## src/sv/pla_pkg.sv

```systemverilog
// Package for the positional list block: operation and status codes,
// per-cell command type and the control word broadcast along the cell chain.
// No dependencies.
package pla_pkg;

    localparam int CAPACITY_DEF   = 16;
    localparam int DATA_WIDTH_DEF = 32;
    localparam int CTRL_IDX_W     = 6;

    typedef enum logic [2:0] {
        OP_INS_HEAD = 3'd0,
        OP_INS_TAIL = 3'd1,
        OP_INS_POS  = 3'd2,
        OP_DEL_HEAD = 3'd3,
        OP_DEL_TAIL = 3'd4,
        OP_DEL_POS  = 3'd5,
        OP_LIST     = 3'd6,
        OP_RSVD     = 3'd7
    } t_op;

    typedef enum logic [1:0] {
        ST_OK     = 2'd0,
        ST_FULL   = 2'd1,
        ST_EMPTY  = 2'd2,
        ST_BADPOS = 2'd3
    } t_status;

    typedef enum logic [1:0] {
        CELL_HOLD = 2'd0,
        CELL_INS  = 2'd1,
        CELL_DEL  = 2'd2,
        CELL_ROT  = 2'd3
    } t_cell_cmd;

    typedef struct packed {
        t_cell_cmd              cmd;
        logic [CTRL_IDX_W-1:0]  pos;
        logic [CTRL_IDX_W-1:0]  last;
    } t_cell_ctrl;

    typedef enum logic {
        S_IDLE = 1'b0,
        S_LIST = 1'b1
    } t_state;

endpackage

```

## src/sv/pla_cell.sv

```systemverilog
// One list slot of the cell chain: holds one entry and takes its neighbour's
// entry, the new value or the head entry as the broadcast control word says.
// Depends on pla_pkg.
module pla_cell #(
    parameter int DATA_WIDTH = pla_pkg::DATA_WIDTH_DEF,
    parameter int IDX        = 0
) (
    input  logic                   i_clk,
    input  pla_pkg::t_cell_ctrl    i_ctrl,
    input  logic [DATA_WIDTH-1:0]  i_ins_value,
    input  logic [DATA_WIDTH-1:0]  i_left,
    input  logic [DATA_WIDTH-1:0]  i_right,
    input  logic [DATA_WIDTH-1:0]  i_head,
    output logic [DATA_WIDTH-1:0]  o_data
);

    localparam logic [pla_pkg::CTRL_IDX_W-1:0] MY_IDX = pla_pkg::CTRL_IDX_W'(IDX);

    logic [DATA_WIDTH-1:0] r_data;
    logic [DATA_WIDTH-1:0] n_data;

    always_comb begin
        n_data = r_data;
        case (i_ctrl.cmd)
            pla_pkg::CELL_INS: begin
                if (MY_IDX == i_ctrl.pos) begin
                    n_data = i_ins_value;
                end else if (MY_IDX > i_ctrl.pos) begin
                    n_data = i_left;
                end
            end
            pla_pkg::CELL_DEL: begin
                if (MY_IDX >= i_ctrl.pos) begin
                    n_data = i_right;
                end
            end
            pla_pkg::CELL_ROT: begin
                if (MY_IDX == i_ctrl.last) begin
                    n_data = i_head;
                end else begin
                    n_data = i_right;
                end
            end
            default: begin
                n_data = r_data;
            end
        endcase
    end

    always_ff @(posedge i_clk) begin
        r_data <= n_data;
    end

    assign o_data = r_data;

endmodule

```

## src/sv/positional_list_insert_delete.sv

```systemverilog
// Positional list: an update's status word is valid in the cycle after acceptance.
// A list command streams one word per cycle while the output slot is free, head first,
// by rotating the cell chain: the state register enters listing, then each word is
// registered in the output slot up to the last entry (an empty list gives one status word).
// A new input word is taken only when no listing runs and the output slot is free.
// Synchronous active-low reset clears entry count, state and output valid, not the cells.
module positional_list_insert_delete #(
    parameter int CAPACITY   = pla_pkg::CAPACITY_DEF,
    parameter int DATA_WIDTH = pla_pkg::DATA_WIDTH_DEF
) (
    input  logic               i_clk,
    input  logic               i_rst_n,
    input  logic               i_in_valid,
    output logic               o_in_ready,
    input  logic [2:0]         i_operation,
    input  logic signed [31:0] i_value,
    input  logic [7:0]         i_position,
    output logic               o_out_valid,
    input  logic               i_out_ready,
    output logic signed [31:0] o_value_res,
    output logic [6:0]         o_index,
    output logic [1:0]         o_status,
    output logic [6:0]         o_entry_count,
    output logic               o_last_result
);

    localparam int CW = $clog2(CAPACITY + 1);
    localparam int IW = pla_pkg::CTRL_IDX_W;

    logic [DATA_WIDTH-1:0] w_cell [CAPACITY];
    logic [DATA_WIDTH-1:0] w_ins_value;
    logic signed [63:0]    w_in_ext;
    logic signed [63:0]    w_head_ext;
    pla_pkg::t_cell_ctrl   w_ctrl;

    pla_pkg::t_state r_state, n_state;
    logic [CW-1:0]   r_count, n_count;
    logic [CW-1:0]   r_lidx, n_lidx;

    logic               r_out_valid;
    logic signed [31:0] r_value_res, n_value_res;
    logic [6:0]         r_index, n_index;
    pla_pkg::t_status   r_status, n_status;
    logic [6:0]         r_entry_count, n_entry_count;
    logic               r_last, n_last;
    logic               w_out_load;

    logic       w_slot_free;
    logic       w_take_in;
    logic       w_full;
    logic       w_empty;
    logic       w_list_last;
    logic [8:0] w_pos9;
    logic [8:0] w_cnt9;
    logic [8:0] w_p9;
    pla_pkg::t_op w_op;

    assign w_in_ext    = 64'(i_value);
    assign w_ins_value = w_in_ext[DATA_WIDTH-1:0];
    assign w_head_ext  = 64'(signed'(w_cell[0]));

    genvar gi;
    generate
        for (gi = 0; gi < CAPACITY; gi++) begin : g_cell
            logic [DATA_WIDTH-1:0] w_left;
            logic [DATA_WIDTH-1:0] w_right;
            if (gi == 0) begin : g_first
                assign w_left = '0;
            end else begin : g_mid_l
                assign w_left = w_cell[gi-1];
            end
            if (gi == CAPACITY - 1) begin : g_last
                assign w_right = '0;
            end else begin : g_mid_r
                assign w_right = w_cell[gi+1];
            end
            pla_cell #(
                .DATA_WIDTH (DATA_WIDTH),
                .IDX        (gi)
            ) u_cell (
                .i_clk       (i_clk),
                .i_ctrl      (w_ctrl),
                .i_ins_value (w_ins_value),
                .i_left      (w_left),
                .i_right     (w_right),
                .i_head      (w_cell[0]),
                .o_data      (w_cell[gi])
            );
        end
    endgenerate

    assign w_slot_free = !r_out_valid || i_out_ready;
    assign o_in_ready  = (r_state == pla_pkg::S_IDLE) && w_slot_free;
    assign w_take_in   = i_in_valid && o_in_ready;
    assign w_full      = (r_count == CW'(CAPACITY));
    assign w_empty     = (r_count == '0);
    assign w_list_last = (r_lidx == r_count - CW'(1));
    assign w_pos9      = {1'b0, i_position};
    assign w_cnt9      = 9'(r_count);
    assign w_op        = pla_pkg::t_op'(i_operation);

    always_comb begin
        n_state = r_state;
        case (r_state)
            pla_pkg::S_IDLE: begin
                if (w_take_in && w_op == pla_pkg::OP_LIST && !w_empty) begin
                    n_state = pla_pkg::S_LIST;
                end
            end
            pla_pkg::S_LIST: begin
                if (w_slot_free && w_list_last) begin
                    n_state = pla_pkg::S_IDLE;
                end
            end
            default: begin
                n_state = pla_pkg::S_IDLE;
            end
        endcase
    end

    always_comb begin
        w_ctrl.cmd    = pla_pkg::CELL_HOLD;
        w_ctrl.pos    = '0;
        w_ctrl.last   = IW'(r_count - CW'(1));
        w_p9          = '0;
        n_count       = r_count;
        n_lidx        = r_lidx;
        w_out_load    = 1'b0;
        n_value_res   = '0;
        n_index       = '0;
        n_status      = pla_pkg::ST_OK;
        n_entry_count = 7'(r_count);
        n_last        = 1'b1;
        case (r_state)
            pla_pkg::S_IDLE: begin
                n_lidx = '0;
                if (w_take_in) begin
                    w_out_load = 1'b1;
                    case (w_op)
                        pla_pkg::OP_INS_HEAD, pla_pkg::OP_INS_TAIL, pla_pkg::OP_INS_POS: begin
                            if (w_full) begin
                                n_status = pla_pkg::ST_FULL;
                            end else if (w_op == pla_pkg::OP_INS_POS &&
                                         (w_pos9 == '0 || w_pos9 > w_cnt9 + 9'd1)) begin
                                n_status = pla_pkg::ST_BADPOS;
                            end else begin
                                if (w_op == pla_pkg::OP_INS_TAIL) begin
                                    w_p9 = w_cnt9;
                                end else if (w_op == pla_pkg::OP_INS_POS) begin
                                    w_p9 = w_pos9 - 9'd1;
                                end
                                w_ctrl.cmd    = pla_pkg::CELL_INS;
                                w_ctrl.pos    = w_p9[IW-1:0];
                                n_count       = r_count + CW'(1);
                                n_entry_count = 7'(r_count + CW'(1));
                            end
                        end
                        pla_pkg::OP_DEL_HEAD, pla_pkg::OP_DEL_TAIL, pla_pkg::OP_DEL_POS: begin
                            if (w_empty) begin
                                n_status = pla_pkg::ST_EMPTY;
                            end else if (w_op == pla_pkg::OP_DEL_POS &&
                                         (w_pos9 == '0 || w_pos9 > w_cnt9)) begin
                                n_status = pla_pkg::ST_BADPOS;
                            end else begin
                                if (w_op == pla_pkg::OP_DEL_TAIL) begin
                                    w_p9 = w_cnt9 - 9'd1;
                                end else if (w_op == pla_pkg::OP_DEL_POS) begin
                                    w_p9 = w_pos9 - 9'd1;
                                end
                                w_ctrl.cmd    = pla_pkg::CELL_DEL;
                                w_ctrl.pos    = w_p9[IW-1:0];
                                n_count       = r_count - CW'(1);
                                n_entry_count = 7'(r_count - CW'(1));
                            end
                        end
                        pla_pkg::OP_LIST: begin
                            if (w_empty) begin
                                n_status = pla_pkg::ST_EMPTY;
                            end else begin
                                w_out_load = 1'b0;
                            end
                        end
                        default: begin
                            n_status = pla_pkg::ST_OK;
                        end
                    endcase
                end
            end
            pla_pkg::S_LIST: begin
                if (w_slot_free) begin
                    w_out_load  = 1'b1;
                    w_ctrl.cmd  = pla_pkg::CELL_ROT;
                    n_value_res = w_head_ext[31:0];
                    n_index     = 7'(r_lidx) + 7'd1;
                    n_last      = w_list_last;
                    n_lidx      = r_lidx + CW'(1);
                end
            end
            default: begin
                w_out_load = 1'b0;
            end
        endcase
    end

    always_ff @(posedge i_clk) begin
        if (!i_rst_n) begin
            r_state     <= pla_pkg::S_IDLE;
            r_count     <= '0;
            r_lidx      <= '0;
            r_out_valid <= 1'b0;
        end else begin
            r_state <= n_state;
            r_count <= n_count;
            r_lidx  <= n_lidx;
            if (w_out_load) begin
                r_out_valid <= 1'b1;
            end else if (i_out_ready) begin
                r_out_valid <= 1'b0;
            end
        end
    end

    always_ff @(posedge i_clk) begin
        if (w_out_load) begin
            r_value_res   <= n_value_res;
            r_index       <= n_index;
            r_status      <= n_status;
            r_entry_count <= n_entry_count;
            r_last        <= n_last;
        end
    end

    assign o_out_valid   = r_out_valid;
    assign o_value_res   = r_value_res;
    assign o_index       = r_index;
    assign o_status      = r_status;
    assign o_entry_count = r_entry_count;
    assign o_last_result = r_last;

    a_count_bound: assert property (@(posedge i_clk) disable iff (!i_rst_n)
        r_count <= CW'(CAPACITY))
        else $error("entry count above capacity");

    a_list_nonempty: assert property (@(posedge i_clk) disable iff (!i_rst_n)
        r_state == pla_pkg::S_LIST |-> r_count != '0)
        else $error("listing an empty list");

    a_busy_no_take: assert property (@(posedge i_clk) disable iff (!i_rst_n)
        r_state == pla_pkg::S_LIST |-> !o_in_ready)
        else $error("input taken during listing");

    a_full_flag: assert property (@(posedge i_clk) disable iff (!i_rst_n)
        (w_take_in && w_full && (w_op == pla_pkg::OP_INS_HEAD ||
            w_op == pla_pkg::OP_INS_TAIL || w_op == pla_pkg::OP_INS_POS))
        |=> (o_out_valid && o_status == pla_pkg::ST_FULL && $stable(r_count)))
        else $error("insert into full list not flagged");

    a_partial_in_list: assert property (@(posedge i_clk) disable iff (!i_rst_n)
        (o_out_valid && !o_last_result) |-> r_state == pla_pkg::S_LIST)
        else $error("non-final word outside listing");

endmodule

```

## config.mk

```make
export PLATFORM = sky130hd
export DESIGN_NAME = positional_list_insert_delete
export DESIGN_NICKNAME = d
export VERILOG_FILES = /design/src/sv/pla_pkg.sv /design/src/sv/pla_cell.sv /design/src/sv/positional_list_insert_delete.sv
export SDC_FILE = /design/constraint.sdc
export NUM_CORES = 1
export LEC_CHECK = 0
export ABC_CLOCK_PERIOD_IN_PS = 16300
export BUFFER_PORTS_ARGS = -buffer_cell sky130_fd_sc_hd__buf_2
export CORE_AREA = 2 2 221 386
export CTS_CLUSTER_SIZE = 30
export DETAILED_ROUTE_END_ITERATION = 8
export DIE_AREA = 0 0 223 388
export PLACE_DENSITY = 0.71
export SYNTH_ARGS = -nofsm -noshare
export SYNTH_HDL_FRONTEND = slang
export SYNTH_HIERARCHICAL = 1
export SYNTH_SLANG_ARGS = --single-unit
```

## constraint.sdc

```tcl
create_clock -name i_clk -period 16.3 [get_ports i_clk]
set_input_delay 1.63 -clock i_clk [delete_from_list [all_inputs] [get_ports i_clk]]
set_output_delay 1.63 -clock i_clk [all_outputs]
set_load 0.005 [all_outputs]
```

# --- Yosys cells after proc, flatten, opt, wreduce, memory -nomap -nowiden ---
# Index checks and enable logic that the tools add are counted.
totals:
  register_bits: 573
  input_bits: 47
  output_inout_bits: 51
  word_cells: 315
op_classes:
  addsub: 10
  magnitude_cmp: 34
  eq_ne: 79
  mux: 123
  n_bitwise: 2
  n_reduce_logical: 41
op_table:
  columns: ["operator", "n"]
  rows:
  - ["32-bit two-way mux", 64]
  - ["32-bit case mux with 3 select lines", 16]
  - ["4-bit by 6-bit == test with 1-bit output, first input constant", 16]
  - ["3-bit by 6-bit == test with 1-bit output, first input constant", 8]
  - ["4-bit by 6-bit >= comparator with 1-bit output, first input constant", 8]
  - ["4-bit by 6-bit > comparator with 1-bit output, first input constant", 8]
  - ["3-bit by 1-bit inequality test with 1-bit output, second input constant", 16]
  - ["3-bit AND reduction", 15]
  - ["6-bit two-way mux", 7]
  - ["5-bit two-way mux", 7]
  - ["2-bit by 1-bit inequality test with 1-bit output, second input constant", 17]
  - ["7-bit two-way mux", 4]
  - ["2-bit by 6-bit == test with 1-bit output, first input constant", 4]
  - ["3-bit by 6-bit >= comparator with 1-bit output, first input constant", 4]
  - ["3-bit by 6-bit > comparator with 1-bit output, first input constant", 4]
  - ["8-bit two-way mux", 3]
  - ["5-bit case mux with 2 select lines", 2]
  - ["5-bit by 1-bit adder with 6-bit output, second input constant", 3]
  - ["5-bit by 1-bit subtractor with 6-bit output, second input constant", 3]
  - ["8-bit case mux with 2 select lines", 1]
  - ["7-bit case mux with 2 select lines", 1]
  - ["1-bit by 6-bit == test with 1-bit output, first input constant", 2]
  - ["1-bit by 6-bit >= comparator with 1-bit output, first input constant", 2]
  - ["2-bit by 6-bit >= comparator with 1-bit output, first input constant", 2]
  - ["35 further kinds", 72]

# --- Depth between registers and ports, before layout ---
# Gate-level depths: netlist of run 1.
logic_depth:
  ltp_word: 13
  depth_mapped: 22
  depth_no_buf: 15

# --- Hierarchy ---
# The synthesis of run 1 kept the hierarchy.
by_module_without_submodules:
  columns: ["module", "n_inst", "cells_each", "area_each_um2", "seq_area_each_um2"]
  rows:
  - ["positional_list_insert_delete", 1, 343, 3529.6, 1681.6]
  - ["pla_cell at g_cell[6].u_cell", 1, 303, 2587.5, 960.9]
  - ["pla_cell at g_cell[5].u_cell", 1, 269, 2384.8, 960.9]
  - ["pla_cell at g_cell[14].u_cell", 1, 241, 2322.2, 960.9]
  - ["pla_cell at g_cell[9].u_cell", 1, 268, 2297.2, 960.9]
  - ["pla_cell at g_cell[10].u_cell", 1, 183, 2208.4, 960.9]
  - ["pla_cell at g_cell[0].u_cell", 1, 233, 2169.6, 960.9]
  - ["pla_cell at g_cell[3].u_cell", 1, 182, 2107.0, 960.9]
  - ["pla_cell at g_cell[7].u_cell", 1, 225, 2028.2, 960.9]
  - ["pla_cell at g_cell[4].u_cell", 1, 225, 1986.9, 960.9]
  - ["pla_cell at g_cell[8].u_cell", 1, 224, 1979.4, 960.9]
  - ["pla_cell at g_cell[11].u_cell", 1, 220, 1970.6, 960.9]
  - ["pla_cell at g_cell[12].u_cell", 1, 217, 1966.9, 960.9]
  - ["pla_cell at g_cell[13].u_cell", 1, 216, 1958.1, 960.9]
  - ["3 more rows", null, null, null, null]

# --- Least setup slack after synthesis of run 1 ---
# Ideal clock, no wire load.
synth_timing:
  kind: "input to register"
  start: "input i_position[1]"
  end: "register g_cell[8].u_cell.r_data[0], enable pin"
  setup_time_ps: 432
  arrival_time_ps: 6887
  required_ps: 15868
  path_slack_ps: 8981
  cell_stages: 13
  n_path_buf: 2
  cell_sequence: "ha_1 -> nor2b_1 -> o31ai_1 -> a211o_1 -> a21oi_1 -> nor4b_1 -> a32oi_1 -> nor2_1 -> nor2b_1 -> clkbuf_1 -> nand2_1 -> clkbuf_1 -> a21oi_1"
synth_rtl:
  columns: ["item", "line_no", "text"]
  rows:
  - ["start, declared", "positional_list_insert_delete.sv:17", "input logic [7:0] i_position,"]
  - ["end signal, assigned", "pla_cell.sv:51", "r_data <= n_data;"]
  - ["end, declared", "pla_cell.sv:19", "logic [DATA_WIDTH-1:0] r_data;"]

==> impl_metrics.tcl, run 1 <==
set metrics [dict create \
    dpl.cell_count 4788 \
    dpl_cell_area_mm2 0.0380 \
    max_slew_margin 0.163 \
    critPathArrivalTime_ns 7.33 \
    use_met2 0.501 \
    cts_buffers 55 \
    hold_path_class "flop to flop" \
    met3_usage 0.0287 \
    netlist_instances 3871 \
    synth_seq_cells 572 \
    slew_viol_final 0 \
    clock_sinks 572 \
    syn_area_mm2 0.0372 \
    die_h_um 388 \
    drive_gt1_frac 0.105 \
    ys_types 97 \
    clk_path_buf_depth 3 \
    die_area_mm2 0.0865 \
    start_kind "flop" \
    synthFlopType "edfxtp_1" \
    grt_start_max_net_pins 257 \
    ant_nets 0 \
    cts_tree "done" \
    path_class "flop to flop" \
    fin_crit_ns 6.88 \
    crit_required_ns 16.75 \
    cp_cell_sequence "inv_1, nor3_1, inv_1, ha_1, nand3_1, mux2i_1, nor4bb_1, or3_1, a32oi_1, nor2_4, buf_4, and2_1, and3_1, a21oi_1, a32oi_1" \
    grt_usage 0.268 \
    cts_resized 0 \
    post_cts_buffers 0 \
    nFillCells 7575 \
    gp_congestion 0.919 \
    critPathTopFamily "simple AND/OR/NAND/NOR gates" \
    ios 98 \
    worst_pin_slew_ns 1.26 \
    postCtsHoldBufs 0 \
    worstPathBufferInverterCount 3 \
    finalCritPeriodShare 0.422 \
    critical_path.max_fanout 40 \
    overflow 0 \
    cts_htree_levels 2 \
    postSynth.asyncResetShare 0 \
    grt_pass1_vias 32600 \
    initial_utilization 0.447 \
    setup_tns_ns 0 \
    synth-edff-count 560 \
    setup_viol 0 \
    synth.top_cell.area_share 0.452 \
    max_stage_delay_ns 0.88 \
    firstDrtPassIters 6 \
    synth.area.top_cells "edfxtp_1, a32oi_1, nand2_1, mux2i_1, a21oi_1" \
    synthTopCellsByCount "nand2_1, edfxtp_1, a32oi_1" \
    endpoint_kind "flop" \
    final_nets 3839 \
    leakagePower_nw 13.7 \
    clock_latency_ns 0.62 \
    timing.fmax_ghz 0.145 \
    power_density_mw_per_mm2 96.2 \
    busiest_layer "met2" \
    port_buffers 96 \
    peakVddDrop_uv 73.3 \
    skew_ns 0.0289 \
    crit_slowest_cell "and3_1" \
    clk_pin_slew_ns 0.07 \
    vias_per_cell 6.69 \
    yosysWarnings 6 \
    synthMostInstantiatedCell "nand2_1" \
    stdcell_count 4890 \
    cap_violations 0 \
    status "finished clean" \
    fp-row-count 140 \
    grt_pass1_wl_mm 187 \
    dp_hpwl_mm 82.2 \
    clockRootBuffer "clkbuf_16" \
    antenna_found_initial 12 \
    avgSynthCellArea_um2 9.60 \
    synth_area_leader_cell "edfxtp_1" \
    met1_usage 0.294 \
    wl_per_cell_um 24.5 \
    report.power.total_mw 3.82 \
    vias 32700 \
    totalWireLength_mm 120 \
    rsz0062_at_grt "no" \
    drt_first_iter_violations 3572 \
    ys_seq_area_frac 0.459 \
    route.detailed.drc 0 \
    die_w_um 223 \
    design_area_mm2 0.0397 \
    areaGrowthSynthToFinish_pct 6.74 \
    hold_viol 0 \
    core-area_mm2 0.0832 \
]
kinds of logic (layout without fill, tap and decap cells):
| group | count (synthesis) | count (layout) | synth area share |
|---|---|---|---|
| other cells | 1 | 67 | 0.000101 |
| buf+inv | 578 | 466 | 0.0776 |
| compound gates | 1391 | 1391 | 0.259 |
| xor+xnor | 23 | 23 | 0.00599 |
| simple gates | 1133 | 1133 | 0.151 |
| mux | 149 | 149 | 0.0402 |
| fa+ha+maj | 24 | 24 | 0.00727 |
| flops | 572 | 572 | 0.459 |
power breakdown:
group / switching, mW / total, mW / internal (mW)
clock network: 0.593 / 1.28 / 0.686
logic: 0.425 / 0.625 / 0.200
registers: 0.104 / 1.91 / 1.81
total: 1.12 / 3.82 / 2.70
state kept, by name (all words and copies together) (netlist names):
signal and cells:
g_cell.u_cell/o_data 512, r_count 5, o_last_result 1, r_lidx 5, o_index 6, r_state 1, o_value_res 32, o_entry_count 7
o_out_valid 1, o_status 2
path summary, 6_finish.rpt:
kind / to / cells after the start / slack [ns] / startpoint
hold reg to reg: r_lidx[1] / 2 / 0.52 / r_lidx[1]
hold / removal: r_lidx[1] / 2 / 0.52 / r_lidx[1]
setup reg to reg: g_cell[7].u_cell/o_data[22] / 15 / 9.42 / r_count[4]
setup / recovery: g_cell[7].u_cell/o_data[22] / 15 / 9.42 / r_count[4]
metrics by stage:
step                hold WS, ns  setup WS [ns]   util
global route              0.566           9.18  0.477
floorplan                 0.473           8.98      -
detailed placement        0.510           9.19  0.456
global placement          0.510           9.34  0.456
finish                    0.516           9.42  0.477
CTS                       0.519           9.77  0.477
worst reg2reg max path, stage by stage, from the launching register on:
cell and delay, ns:
dfxtp_1 0.73, inv_1 0.25, nor3_1 0.39, inv_1 0.15, ha_1 0.35, nand3_1 0.11
mux2i_1 0.10, nor4bb_1 0.63, or3_1 0.55, a32oi_1 0.25, nor2_4 0.57, buf_4 0.54
and2_1 0.81, and3_1 0.88, a21oi_1 0.19, a32oi_1 0.21
cell usage in the layout (no fill, tap or decap), types with 65 or more instances in the layout:
cell      count
a31oi_1     143
a21oi_1     264
buf_2        96
or3_1       104
mux2i_1     147
o21ai_0     234
a22oi_1      72
inv_1       176
o21ai_1     153
conb_1       65
buf_4        89
a32oi_1     344
edfxtp_1    560
nand2_1     708
cell type report:
cell class              count  area (um^2)  share of cell area
well taps                1065         1330              0.0336
clock buffers              73         1480              0.0374
clock inverters            27          213             0.00536
diodes                      2         5.00            0.000126
flip-flops and latches    572        17100               0.430
inverters                 178          669              0.0169
multi-input cells        2785        17700               0.446
repair buffers            188         1210              0.0305
metal layers:
layer | routed length [um] | up-vias
met2 | 63900 | 1840
met5 | 0 | -
met1 | 42400 | 15800
li1 | - | 14700
met3 | 8010 | 420
met4 | 5450 | 0
Power figures use the tool's default switching activity.
==> run 2: changes to the inputs <==
--- a/config.mk
+++ b/config.mk
@@ -5,13 +5,13 @@
 export SDC_FILE = /design/constraint.sdc
 export NUM_CORES = 1
 export LEC_CHECK = 0
-export ABC_CLOCK_PERIOD_IN_PS = 16300
+export ABC_CLOCK_PERIOD_IN_PS = 5780
 export BUFFER_PORTS_ARGS = -buffer_cell sky130_fd_sc_hd__buf_2
 export CORE_AREA = 2 2 221 386
 export CTS_CLUSTER_SIZE = 30
 export DETAILED_ROUTE_END_ITERATION = 8
 export DIE_AREA = 0 0 223 388
-export PLACE_DENSITY = 0.71
+export PLACE_DENSITY = 0.73
 export SYNTH_ARGS = -nofsm -noshare
 export SYNTH_HDL_FRONTEND = slang
 export SYNTH_HIERARCHICAL = 1
==> constraint.sdc (replaced) <==
create_clock -name i_clk -period 5.78 [get_ports i_clk]
set_input_delay 0.578 -clock i_clk [delete_from_list [all_inputs] [get_ports i_clk]]
set_output_delay 0.578 -clock i_clk [all_outputs]
set_load 0.005 [all_outputs]
==> run 2 against run 1 <==
Net effect:
- combinational power grew to 2.8 times the previous value
- largest cell class unchanged
- critical path type unchanged
- count of clock-buffer cells in the layout is 4 higher
- clock skew is 0.0076 ns higher
- maximum frequency is 26% higher
- first-iteration DRC count is 5.1% higher
==> impl_metrics.tcl, run 2 (synthesis gave the netlist of run 1 again) <==
set metrics [dict create \
    die_w_um 223 \
    final_nets 3876 \
    clock_latency_ns 0.64 \
    hold_viol 0 \
    wl_met1_mm 41.8 \
    stdcell_count 4926 \
    wl_met3_mm 6.99 \
    port_buffers 96 \
    vias 32600 \
    wl_per_cell_um 23.9 \
    largest_reg_flops 512 \
    dp_hpwl_mm 84.2 \
    die_h_um 388 \
    reg2reg_depth 15 \
    path_class "flop to flop" \
    clock_sinks 572 \
    postCtsHoldBufs 0 \
    route.detailed.drc 0 \
    cts_htree_levels 2 \
    hold_path_class "input pin to flop" \
    areaGrowthSynthToFinish_pct 7.66 \
    antenna_found_initial 14 \
    critPathArrivalTime_ns 5.91 \
    grt_pass1_vias 32300 \
    grt_pass1_wl_mm 183 \
    rsz0062_at_grt "no" \
    gp_congestion 0.902 \
    initial_utilization 0.447 \
    leakagePower_nw 13.9 \
    overflow 0 \
    setup_tns_ns 0 \
    slew_viol_final 0 \
    die_area_mm2 0.0865 \
    final_common_cell "nand2_1" \
    r2r-end "g_cell[9].u_cell/o_data[27]" \
    totalWireLength_mm 118 \
    drive_gt1_frac 0.113 \
    r2r_slack_ns 0.33 \
    cts_tree "done" \
    mostFrequentLayoutCells "nand2_1, edfxtp_1, a32oi_1, a21oi_1, o21ai_0" \
    critical_path.max_fanout 32 \
    core-area_mm2 0.0832 \
    ios 98 \
    power_density_mw_per_mm2 271 \
    vias_per_cell 6.62 \
    ant_nets 0 \
    skew_ns 0.0365 \
    hp-start "i_in_valid" \
    cts_buffers 53 \
    endpoint_kind "flop" \
    min_path_cells 3 \
    worst_pin_slew_ns 1.29 \
    peakVddDrop_uv 241 \
    status "finished clean" \
    setup_viol 0 \
    cts_resized 0 \
    timing.fmax_ghz 0.183 \
    met2WireLength_mm 63.4 \
    hold_path_end "o_out_valid" \
    topRoutingLayerUsed "met5" \
    clk_path_buf_depth 3 \
    grt_usage 0.261 \
    crit_required_ns 6.23 \
    fp-row-count 140 \
    post_cts_buffers 0 \
    clockRootBuffer "clkbuf_16" \
    fin_util 0.481 \
    grt_start_max_net_pins 165 \
    drt_first_iter_violations 3755 \
    cap_violations 0 \
    clk_pin_slew_ns 0.07 \
    start_kind "flop" \
    firstDrtPassIters 9 \
    finalCritPeriodShare 0.944 \
    dpl_cell_area_mm2 0.0383 \
    design_area_mm2 0.0400 \
    fin_crit_ns 5.45 \
    max_slew_margin 0.139 \
    report.power.total_mw 10.8 \
    r2r_start "r_count[3]" \
    dpl.cell_count 4827 \
]
[run 2: cell count changes in the layout (fill, tap and decap cells not counted), sizes merged]
cell,previous run,this run
buf,188,227
diode,2,3
clkinv,23,14
clkinvlp,0,1
clkbuf,73,77
[run 2: how the worst max path moves through the flow]
stage	from	end	slack, ns	depth (start not counted)
after floorplan	r_count[0]	g_cell[0].u_cell/o_data[0]	0.04	15
after global placement	r_count[3]	g_cell[9].u_cell/o_data[30]	0.56	15
after detailed placement	r_count[3]	g_cell[9].u_cell/o_data[27]	0.49	15
after CTS	r_count[3]	g_cell[9].u_cell/o_data[24]	0.44	15
after global routing	r_count[3]	g_cell[9].u_cell/o_data[28]	0.01	15
final	r_count[3]	g_cell[9].u_cell/o_data[27]	0.33	15
[run 2: per-layer routing]
metal | vias to the layer above | global-route usage
met1 | 15700 | 0.280
met3 | 402 | 0.0277
met5 | - | 0
met2 | 1727 | 0.494
li1 | 14800 | -
met4 | 10 | 0.149
[run 2: cell type report]
type | instances | area (um^2)
fill | 7555 | 43200
multi-input combinational | 2785 | 17700
sequential | 572 | 17100
clock buffer | 77 | 1550
timing repair buffer | 227 | 1510
tap | 1065 | 1330
inverter | 178 | 669
clock inverter | 19 | 204
antenna | 3 | 7.51
[run 2: worst max-delay path, stage by stage (launching register included)]
cell and delay [ns]:
dfxtp_1 0.31, buf_4 0.16, clkinv_2 0.17, nor3_1 0.35, inv_1 0.10, ha_1 0.33
nand3_1 0.09, mux2i_1 0.10, nor4bb_1 0.59, or3_1 0.23, nand2_1 0.09, o41ai_4 0.96
buf_4 0.43, or4_1 0.93, o21ai_0 0.21, a32oi_1 0.21
[run 2: metrics by stage]
step	worst slack [ns]	hold WS, ns
detailed placement	0.489	0.569
global route	0.0138	0.233
floorplan	0.0385	0.473
global placement	0.564	0.552
CTS	0.440	0.212
finish	0.326	0.235
[run 2: power breakdown]
part	switching (mW)	total [mW]	internal [mW]
Combinational	1.19	1.76	0.577
Sequential	0.299	5.40	5.10
Clock	1.68	3.68	2.00
Total	3.16	10.8	7.68
